File: src/sv/rc5_pkg.sv
// ----------------------------------------------------------------------------
// rc5_pkg
// Shared widths, reset values and register indexes for the RC5 edge decoder.
// ----------------------------------------------------------------------------
package rc5_pkg;

   localparam int unsigned TimeWidth  = 8;
   localparam int unsigned FrameWidth = 14;
   localparam int unsigned PosWidth   = 4;
   localparam int unsigned CsrAddrW   = 2;

   localparam int unsigned ReqDataW   = 16;
   localparam int unsigned RspDataW   = 16;

   localparam logic [PosWidth-1:0] PosStartHi = 4'd13;
   localparam logic [PosWidth-1:0] PosStartLo = 4'd12;
   localparam logic [PosWidth-1:0] PosCheckLo = 4'd11;

   localparam logic [TimeWidth-1:0] HalfMinRst = 8'd5;
   localparam logic [TimeWidth-1:0] HalfMaxRst = 8'd9;
   localparam logic [TimeWidth-1:0] TimeoutRst = 8'd10;

   typedef enum logic [CsrAddrW-1:0] {
      CSR_HALF_MIN = 2'd0,
      CSR_HALF_MAX = 2'd1,
      CSR_TIMEOUT  = 2'd2
   } csr_idx_type;

   typedef enum logic {
      OP_PIN  = 1'b0,
      OP_TICK = 1'b1
   } op_type;

endpackage

File: src/sv/rc5_ir_edge_decoder.sv
// ----------------------------------------------------------------------------
// rc5_ir_edge_decoder
// RC5 infrared frame decoder driven by timestamped pin-change and tick events.
// ----------------------------------------------------------------------------
// req channel: one event per transfer. req_tuser is the event kind (0 pin
// change, 1 timer tick); req_tdata carries the pin level and the 8-bit timer
// value. Pin events measure the interval since the last edge against the
// half-bit and double half-bit windows and shift frame bits from 13 down to 0.
// Ticks feed a saturating idle counter that forces a resync on the next edge.
// rsp channel: exactly one result per event, in the cycle after the req
// transfer: a ready pulse for a new, different frame, the delivered code and
// the frame-complete flag.
// Throughput is one event per cycle unless rsp stalls: the whole state
// update is a subtract, the window compares and a bit write between the req port and the state and
// result registers. A single result register sits on the rsp side; req_tready
// drops only while that register is full and rsp_tready is low.
// Reset (synchronous) restores the window registers to 5, 9 and 10, empties
// the result register and puts the decoder back to waiting for a start edge.
// csr writes take effect at the next edge and are expected only while idle.
// ----------------------------------------------------------------------------
module rc5_ir_edge_decoder
   import rc5_pkg::*;
(
   input  logic                        clock,
   input  logic                        reset,
   input  logic                        req_tvalid,
   output logic                        req_tready,
   input  logic [ReqDataW-1:0]         req_tdata,   // pin_level, timestamp[7:0], zero pad
   input  logic                        req_tuser,   // opcode
   output logic                        rsp_tvalid,
   input  logic                        rsp_tready,
   output logic [RspDataW-1:0]         rsp_tdata,   // code_ready, code_value[13:0], frame_valid
   input  logic                        csr_we,
   input  logic [CsrAddrW-1:0]         csr_addr,
   input  logic [TimeWidth-1:0]        csr_wdata
);

   logic [TimeWidth-1:0]  half_min_ff, half_max_ff, timeout_ff;
   logic [TimeWidth-1:0]  last_edge_ff, last_edge_in;
   logic [TimeWidth-1:0]  last_tick_ff, last_tick_in;
   logic [TimeWidth-1:0]  idle_ff, idle_in;
   logic [PosWidth-1:0]   pos_ff, pos_in;
   logic [FrameWidth-1:0] shift_ff, shift_in;
   logic                  wait_ff, wait_in;
   logic                  half_ff, half_in;
   logic                  prev_ff, prev_in;
   logic [FrameWidth-1:0] code_ff, code_in;
   logic                  rsp_valid_ff, rsp_valid_in;
   logic [RspDataW-1:0]   rsp_data_ff, rsp_data_in;

   logic                  accept;
   logic                  pin;
   logic [TimeWidth-1:0]  stamp;
   logic [TimeWidth-1:0]  dt;
   logic [TimeWidth:0]    dt_wide, dbl_min, dbl_max, idle_sum;
   logic                  in_half, in_double, rising, last, ready;

   assign req_tready = !rsp_valid_ff || rsp_tready;
   assign accept     = req_tvalid && req_tready;
   assign pin        = req_tdata[0];
   assign stamp      = req_tdata[TimeWidth:1];
   assign rsp_tvalid = rsp_valid_ff;
   assign rsp_tdata  = rsp_data_ff;

   assign dt        = (req_tuser == OP_TICK) ? stamp - last_tick_ff : stamp - last_edge_ff;
   assign dt_wide   = {1'b0, dt};
   assign dbl_min   = {half_min_ff, 1'b0};
   assign dbl_max   = {half_max_ff, 1'b0};
   assign idle_sum  = {1'b0, idle_ff} + dt_wide;
   assign in_half   = (dt >= half_min_ff) && (dt <= half_max_ff);
   assign in_double = (dt_wide >= dbl_min) && (dt_wide <= dbl_max);
   assign rising    = pin;

   always_comb begin
      last_edge_in = last_edge_ff;
      last_tick_in = last_tick_ff;
      idle_in      = idle_ff;
      pos_in       = pos_ff;
      shift_in     = shift_ff;
      wait_in      = wait_ff;
      half_in      = half_ff;
      prev_in      = prev_ff;
      code_in      = code_ff;
      last         = 1'b0;
      ready        = 1'b0;
      if (req_tuser == OP_TICK) begin
         if (idle_ff < timeout_ff) begin
            idle_in = idle_sum[TimeWidth] ? '1 : idle_sum[TimeWidth-1:0];
         end
         last_tick_in = stamp;
      end else begin
         last_edge_in = stamp;
         if (idle_ff >= timeout_ff) begin
            wait_in = 1'b1;
         end
         idle_in = '0;
         if (wait_in) begin
            if (prev_ff && !pin) begin
               wait_in  = 1'b0;
               half_in  = 1'b1;
               pos_in   = PosStartHi;
               shift_in = '0;
            end
         end else if (prev_ff != pin) begin
            if (half_ff && in_half) begin
               shift_in[pos_ff] = rising;
               if (pos_ff != '0) begin
                  pos_in = pos_ff - 1'b1;
               end else begin
                  last = 1'b1;
               end
               half_in = 1'b0;
            end else if (half_ff && in_double) begin
               shift_in[pos_ff] = rising;
               if (pos_ff != '0) begin
                  pos_in = pos_ff - 1'b1;
                  if (rising && pos_in == '0) begin
                     last = 1'b1;
                  end
               end else begin
                  last = 1'b1;
               end
            end else if (!half_ff && in_half) begin
               half_in = 1'b1;
               if (rising && pos_ff == '0) begin
                  last = 1'b1;
               end
            end else begin
               wait_in = 1'b1;
            end
         end
         prev_in = pin;
         if ((pos_in == PosStartLo && !shift_in[PosStartHi]) ||
             (pos_in == PosCheckLo && !shift_in[PosStartLo])) begin
            wait_in = 1'b1;
         end
         if (pos_in == '0 && last) begin
            if (code_ff != shift_in) begin
               code_in = shift_in;
               ready   = 1'b1;
            end
            wait_in = 1'b1;
         end
      end
   end

   always_comb begin
      rsp_valid_in = rsp_valid_ff;
      rsp_data_in  = rsp_data_ff;
      if (accept) begin
         rsp_valid_in = 1'b1;
         rsp_data_in  = {(pos_in == '0), code_in, ready};
      end else if (rsp_tready) begin
         rsp_valid_in = 1'b0;
      end
   end

   always_ff @(posedge clock) begin
      if (reset) begin
         half_min_ff  <= HalfMinRst;
         half_max_ff  <= HalfMaxRst;
         timeout_ff   <= TimeoutRst;
         last_edge_ff <= '0;
         last_tick_ff <= '0;
         idle_ff      <= '0;
         pos_ff       <= PosStartHi;
         shift_ff     <= '0;
         wait_ff      <= 1'b1;
         half_ff      <= 1'b0;
         prev_ff      <= 1'b1;
         code_ff      <= '0;
         rsp_valid_ff <= 1'b0;
      end else begin
         if (csr_we) begin
            unique case (csr_addr)
               CSR_HALF_MIN: half_min_ff <= csr_wdata;
               CSR_HALF_MAX: half_max_ff <= csr_wdata;
               CSR_TIMEOUT:  timeout_ff  <= csr_wdata;
               default: ;
            endcase
         end
         if (accept) begin
            last_edge_ff <= last_edge_in;
            last_tick_ff <= last_tick_in;
            idle_ff      <= idle_in;
            pos_ff       <= pos_in;
            shift_ff     <= shift_in;
            wait_ff      <= wait_in;
            half_ff      <= half_in;
            prev_ff      <= prev_in;
            code_ff      <= code_in;
         end
         rsp_valid_ff <= rsp_valid_in;
      end
   end

   always_ff @(posedge clock) begin
      rsp_data_ff <= rsp_data_in;
   end

`ifndef SYNTH
   a_pos_range: assert property (@(posedge clock) disable iff (reset)
      pos_ff <= PosStartHi)
      else $error("bit position out of range");

   a_tick_keeps_frame: assert property (@(posedge clock) disable iff (reset)
      accept && req_tuser == OP_TICK |=> $stable(pos_ff) && $stable(shift_ff) &&
      $stable(code_ff) && !rsp_data_ff[0])
      else $error("tick event changed decoding state");

   a_ready_new_code: assert property (@(posedge clock) disable iff (reset)
      accept && ready |=> code_ff != $past(code_ff) && rsp_data_ff[FrameWidth:1] == code_ff)
      else $error("ready without a new code");

   a_result_follows: assert property (@(posedge clock) disable iff (reset)
      accept |=> rsp_valid_ff)
      else $error("transfer without result");
`endif

endmodule
File: config.mk
export PLATFORM = sky130hd
export DESIGN_NAME = rc5_ir_edge_decoder
export DESIGN_NICKNAME = d
export VERILOG_FILES = /design/src/sv/rc5_pkg.sv /design/src/sv/rc5_ir_edge_decoder.sv
export SDC_FILE = /design/constraint.sdc
export NUM_CORES = 1
export LEC_CHECK = 0
export BUFFER_PORTS_ARGS = -buffer_cell sky130_fd_sc_hd__buf_2
export CAP_MARGIN = 20
export CORE_UTILIZATION = 61
export DETAILED_ROUTE_END_ITERATION = 6
export GPL_ROUTABILITY_DRIVEN = 0
export HOLD_SLACK_MARGIN = 0.05
export PLACE_DENSITY = 0.79
export REMOVE_ABC_BUFFERS = 1
export SLEW_MARGIN = 20
export SYNTH_ARGS = -nofsm -noshare
export SYNTH_HDL_FRONTEND = slang
export SYNTH_SLANG_ARGS = --single-unit
File: constraint.sdc
create_clock -name clock -period 6.7 [get_ports clock]
set_clock_uncertainty 0.2 [all_clocks]
set_input_delay 0.335 -clock clock [delete_from_list [all_inputs] [get_ports clock]]
set_output_delay 0.335 -clock clock [all_outputs]
set_load 0.005 [all_outputs]
Word-level counts from Yosys, hierarchy flattened:

Index checks and enable logic that the tools add are counted.
W data, S select, Z words.

* register bits after elaboration: 100
* bits of input ports: 32
* output and inout port bits: 18
* word-level logic and storage cells: 128

* add/subtract/negate cells: 4
* order comparisons: 8
* equality and inequality tests: 9
* mux-type cells: 53
* bitwise gates (word level): 2
* reductions and logical operators: 37

Operators with widths (number)
* $mux W14: 9
* $mux W4: 8
* $mux W8: 4
* $mux W1: 30
* $ge A8 B8 Y1: 2
* $logic_not A4 Y1: 4
* $sub A8 B8 Y8: 2
* $bwmux W14: 1
* $ne A14 B14 Y1: 1
* $logic_and A1 B1 Y1: 13
* $reduce_and A2 Y1: 6
* $add A8 B8 Y9: 1
* $ge A8 B9 Y1: 1
* $le A8 B9 Y1: 1
* $eq A4 B4 Y1 const B: 2
* $le A8 B8 Y1: 1
* $lt A8 B8 Y1: 1
* $reduce_and A6 Y1: 1
* $logic_not A1 Y1: 5
* $lt A4 B5 Y1 const B: 1
* $demux W1 S4: 1
* $ge A4 B1 Y1 const B: 1
* $reduce_bool A2 Y1: 2
* $reduce_bool A4 Y1: 1
* 12 further kinds: 14

Depth between registers and ports, before layout:

* depth after elaboration: 15
* mapped depth: 27

Worst setup path after synthesis:

Ideal clock, no wire load.

* path type: input port to flip-flop
* start point: in req_tuser
* end point: reg rsp_data_ff[14] (netlist: rsp_tdata[14]) (data pin)
* library setup time: 0.262 ns
* arrival time: 5.419 ns
* path slack: 0.818 ns
* cell stages on the path: 25
* buffers on the path: 3
* path through: buf_1 buf_1 mux2i_1 ha_1 a21oi_1 o21ai_0 a21oi_1 nor2_1 nor2_1 o21bai_1 a21oi_1 xnor2_1 ha_1 and3_1 a221oi_1 o31ai_1 o211a_1 a21oi_2 buf_2 nor3_1 o21a_1 or3_4 a2111oi_4 a21oi_4 mux2_1

* cells in the longest elaborated chain, start to end: 13
* elaborated cells on any way between the ends: 32
* those cells by class: order compare (4); eq/ne (1); mux (20); reduce/logical (7)

Ends and longest elaborated chain
* from (decl): RTL line rc5_ir_edge_decoder.sv:29 `input logic req_tuser,`
* $mux W8: RTL line rc5_ir_edge_decoder.sv:65 `assign dt = (req_tuser == OP_TICK) ? stamp - last_tick_ff : stamp - last_edge_ff;`
* $ge A8 B9 Y1, or another cell as far along: RTL line rc5_ir_edge_decoder.sv:71 `assign in_double = (dt_wide >= dbl_min) && (dt_wide <= dbl_max);`
* $logic_and A1 B1 Y1, on equally long branches: RTL line rc5_ir_edge_decoder.sv:71, rc5_ir_edge_decoder.sv:70
* $logic_and A1 B1 Y1, on equally long branches: RTL line rc5_ir_edge_decoder.sv:113, rc5_ir_edge_decoder.sv:123
* $mux W14, or another cell as far along: RTL line rc5_ir_edge_decoder.sv:113 `end else if (half_ff && in_double) begin`
* $mux W14, or another cell as far along: RTL line rc5_ir_edge_decoder.sv:105 `if (half_ff && in_half) begin`
* $mux W14, or another cell as far along: RTL line rc5_ir_edge_decoder.sv:104 `end else if (prev_ff != pin) begin`
* $mux W14, or another cell as far along: RTL line rc5_ir_edge_decoder.sv:97 `if (wait_in) begin`
* $mux W14, or another cell as far along: RTL line rc5_ir_edge_decoder.sv:86 `if (req_tuser == OP_TICK) begin`
* $ne A14 B14 Y1, or another cell as far along: RTL line rc5_ir_edge_decoder.sv:138 `if (code_ff != shift_in) begin`
* $mux W14 / $logic_and A1 B1 Y1 (equally long branches): RTL line rc5_ir_edge_decoder.sv:138, rc5_ir_edge_decoder.sv:137
* $mux W14: RTL line rc5_ir_edge_decoder.sv:137 `if (pos_in == '0 && last) begin`
* $mux W14 *: RTL line rc5_ir_edge_decoder.sv:86
* net code_in[13]: RTL line rc5_ir_edge_decoder.sv:47 `logic [FrameWidth-1:0] code_ff, code_in;`
* to (signal assigned): RTL line rc5_ir_edge_decoder.sv:198 `rsp_data_ff <= rsp_data_in;`
* to (decl): RTL line rc5_ir_edge_decoder.sv:49 `logic [RspDataW-1:0] rsp_data_ff, rsp_data_in;`

The timed path passes the listed nets; every way through them passes the cells marked *. The select of a mux whose other input is x is not followed.
A chain may end at the register's enable or synchronous reset.

Final worst setup path:

* start point: in req_tdata[3]
* end point: reg code_ff[0]

* cells in the longest elaborated chain, start to end: 14
* elaborated cells on any way between the ends: 34
* those cells by class: add/sub (2); order compare (4); eq/ne (1); mux (20); reduce/logical (7)

Ends and longest elaborated chain
* from (decl): RTL line rc5_ir_edge_decoder.sv:28 `input logic [ReqDataW-1:0] req_tdata,`
* $sub A8 B8 Y8: RTL line rc5_ir_edge_decoder.sv:65
* $mux W8 *: RTL line rc5_ir_edge_decoder.sv:65
* $ge A8 B9 Y1, or another cell as far along: RTL line rc5_ir_edge_decoder.sv:71
* $logic_and A1 B1 Y1, on equally long branches: RTL line rc5_ir_edge_decoder.sv:71, rc5_ir_edge_decoder.sv:70
* $logic_and A1 B1 Y1, on equally long branches: RTL line rc5_ir_edge_decoder.sv:113, rc5_ir_edge_decoder.sv:123
* $mux W14, or another cell as far along: RTL line rc5_ir_edge_decoder.sv:113
* $mux W14, or another cell as far along: RTL line rc5_ir_edge_decoder.sv:105
* $mux W14, or another cell as far along: RTL line rc5_ir_edge_decoder.sv:104
* $mux W14, or another cell as far along: RTL line rc5_ir_edge_decoder.sv:97
* $mux W14, or another cell as far along: RTL line rc5_ir_edge_decoder.sv:86
* $ne A14 B14 Y1, or another cell as far along: RTL line rc5_ir_edge_decoder.sv:138
* $mux W14 / $logic_and A1 B1 Y1 (equally long branches): RTL line rc5_ir_edge_decoder.sv:138, rc5_ir_edge_decoder.sv:137
* $mux W14 *: RTL line rc5_ir_edge_decoder.sv:137
* $mux W14 *: RTL line rc5_ir_edge_decoder.sv:86
* to (signal assigned): RTL line rc5_ir_edge_decoder.sv:191 `code_ff <= code_in;`
* to (decl): RTL line rc5_ir_edge_decoder.sv:47

Every way passes the cells marked *; elsewhere a longest branch is shown, timed or not. The select of a mux whose other input is x is not followed.

==> qor.txt <==
Outcome: completed
CP startpoint: req_tdata[3]
CP Class: in -> reg
Gr usage total: 30.5%
Tcrit/Tclk final: 93.1%
CTS buffer count: 9
Area occupied by multi-input gates: 4190 sq um
Fmax: 160 MHz
Clock Tree Buf Depth: 2
CP Cell Sequence: dlygate4sd3_1 > buf_2 > ha_1 > nand2_1 > o21ai_0 > a21oi_1 > nor2_1 > nor2_1 > o21bai_1 > a21oi_1 > xnor2_1 > ha_1 > and3_1 > a221oi_1 > o31ai_1 > o211a_1 > a21o_1 > a21oi_2 > o21ai_0 > a211oi_1 > a2111oi_4 > a211oi_4 > buf_4 > mux2_2
Commonest non-fill, non-tap cell in the layout: nand2_1
Worst hold path class: in -> reg
Register area: 2160 sq um
Post-synth EDFFs: 16
NumNets Final: 954
Via count: 6120
Starting Density: 63.9%
Tmin final: 6.24 ns
RR Startpoint: last_edge_ff[0]
Die Y-Extent: 107 um
PortBufs: 42
RSZ-0062 raised after global routing: false
Routed vias/inst: 6.12
Pre-antenna DRT Iters: 5
CP Capture Type: flip-flop
Relative slew slack: 36.2%
Syn Inst Count: 807
Vias in the first global route: 5931
Startpoint types: primary input
Setup bufs post-CTS: 0
Core Area: 10500 sq um
Max-slew violation count: 0
Max FO, Critical Path: 8
Commonest cells after routing, fill and taps aside: 92 x nand2_1, 84 x dfxtp_1, 77 x nor2_1
Insertion delay to the later sink of the worst-skew pair: 0.39 ns
CTS H-Tree Depth: 3
DRC violations left: 0
Yosys Warn Count: 0
Max Cap Viol: 0
Fillcell total: 846
Layout cell share with drive strength beyond 1: 11.2%
Global-route wire length before repair: 27800 um
Final Core Density: 71.0%
Least-Margin Pin Slew: 0.953 ns
CP required: 6.78 ns
Slowest cell on crit path: a211oi_4
Netlist Area Pre-Place: 6690 sq um
Largest net degree at the start of global routing: 98
HP Start: rsp_tready
R2r worst-path depth: 22
Initial DRC count: 406
GRT overflow: 0
DPL Wire Length: 12100 um
Die Area: 11400 sq um
Worst-path clk slew: 0.09 ns
Crit-path max cell delay: 0.56 ns
Area grow syn2layout: 11.0%
Aggregate routed wire length: 16700 um
Top FF cell, synth: dfxtp_1
Setup Total Neg Slack: 0 ns
Die W: 107 um
FF+latch count, synth: 100
Async SR Flop Fraction: 0%
WP depth: 24
DRT antenna net count: 0
CTS tree: done
Worst path top cell family by delay: compound AO/OA/AOI/OAI gates
Bufs and invs on worst path: 3
Clk root buf: clkbuf_8
I/O pins: 50
Arr. time, crit path: 6.32 ns
Final hold violation count: 0
Distinct cells, synth: 77
Placement Rows: 37
Avg Inst Size Synth: 8.29 sq um
Routed len/inst: 16.7 um
Final setup viols: 0
WHS Path Cells: 3
Pwr dens: 198 nW/um^2
Initial antenna violation count: 0
TritonCTS Sinks: 100
Ant. Diodes: 0
P_leak: 3.08 nW
Post-synthesis sequential area ratio: 32.3%
Max IR drop VDD: 148 uV
## kinds of logic after synthesis
logic type,Yosys count,share of synthesized area (%)
simple gates,283,20.2
compound gates,200,19.4
flops,100,32.3
buf+inv,89,5.29
fa+ha+maj,63,12.0
mux,54,8.42
xor+xnor,18,2.36
## worst min-delay path: stages
cell and delay (ns):
buf_2 0.07, nand2b_1 0.13, a21oi_1 0.07
## sequential cells by signal, indices dropped and copies added (netlist names)
signal,flops
timeout_ff,8
half_ff,1
half_max_ff,8
pos_ff,4
last_tick_ff,8
rsp_tdata,16
wait_ff,1
rsp_tvalid,1
prev_ff,1
last_edge_ff,8
shift_ff,14
half_min_ff,8
code_ff,14
idle_ff,8
## synth_stat cells (17+ instances only)
master    number  area share, %
a21oi_1       67            5.0
clkbuf_1      25            1.4
dfxtp_1       84             25
ha_1          61             11
inv_1         51            2.9
mux2i_1       39            5.8
nand2_1       92            5.2
nand2b_1      27            2.5
nor2_1        77            4.3
nor3_1        17            1.3
o21ai_0       42            3.1
## where the power goes
group | internal, mW | switching, mW
registers | 0.634 | 0.0193
logic | 0.182 | 0.274
clock network | 0.152 | 0.210
## metrics by stage
step / power (mW) / worst slack [ns] / instances / hold slack (ns) / area, sq um
global placement: 1.07 / 0.280 / 967 / 0.242 / 7070
global route: 1.54 / 0.00252 / 1000 / 0.0888 / 7420
floorplan: 0.945 / 0.660 / 771 / 0.204 / 6540
CTS: 1.46 / 0.288 / 1000 / 0.0519 / 7420
finish: 1.47 / 0.461 / 1000 / 0.0658 / 7420
detailed placement: 1.10 / 0.0949 / 967 / 0.247 / 7070
## worst paths after layout
path | endpoint | slack [ns]
worst max-delay path | code_ff[0] | 0.46
worst max register to register | code_ff[0] | 0.62
worst min-delay path | rsp_tvalid | 0.07
worst min register to register | last_tick_ff[1] | 0.26
## timing repair
item | 4_1_cts | 5_1_grt
hold buffers | 17 | 0
resized for setup | 0 | 1
setup endpoints to repair | 0 | 5
hold endpoints to repair | 40 | 0
## cell type report
type                            count  area share (%)
Multi-Input combinational cell    618            56.4
Sequential cell                   100            29.1
Timing Repair Buffer               77            7.11
Inverter                           53            2.68
Tap cell                          136            2.29
Clock buffer                       11            2.04
Clock inverter                      5           0.354
## per-layer routing
metal	GRT usage (%)	vias to the layer above	wire length (um)
li1	-	2970	-
met3	4.32	37	1260
met2	49.8	281	7700
met1	40.6	2832	7330
met4	12.5	0	391
met5	0	-	0
Power figures use the tool's default switching activity.
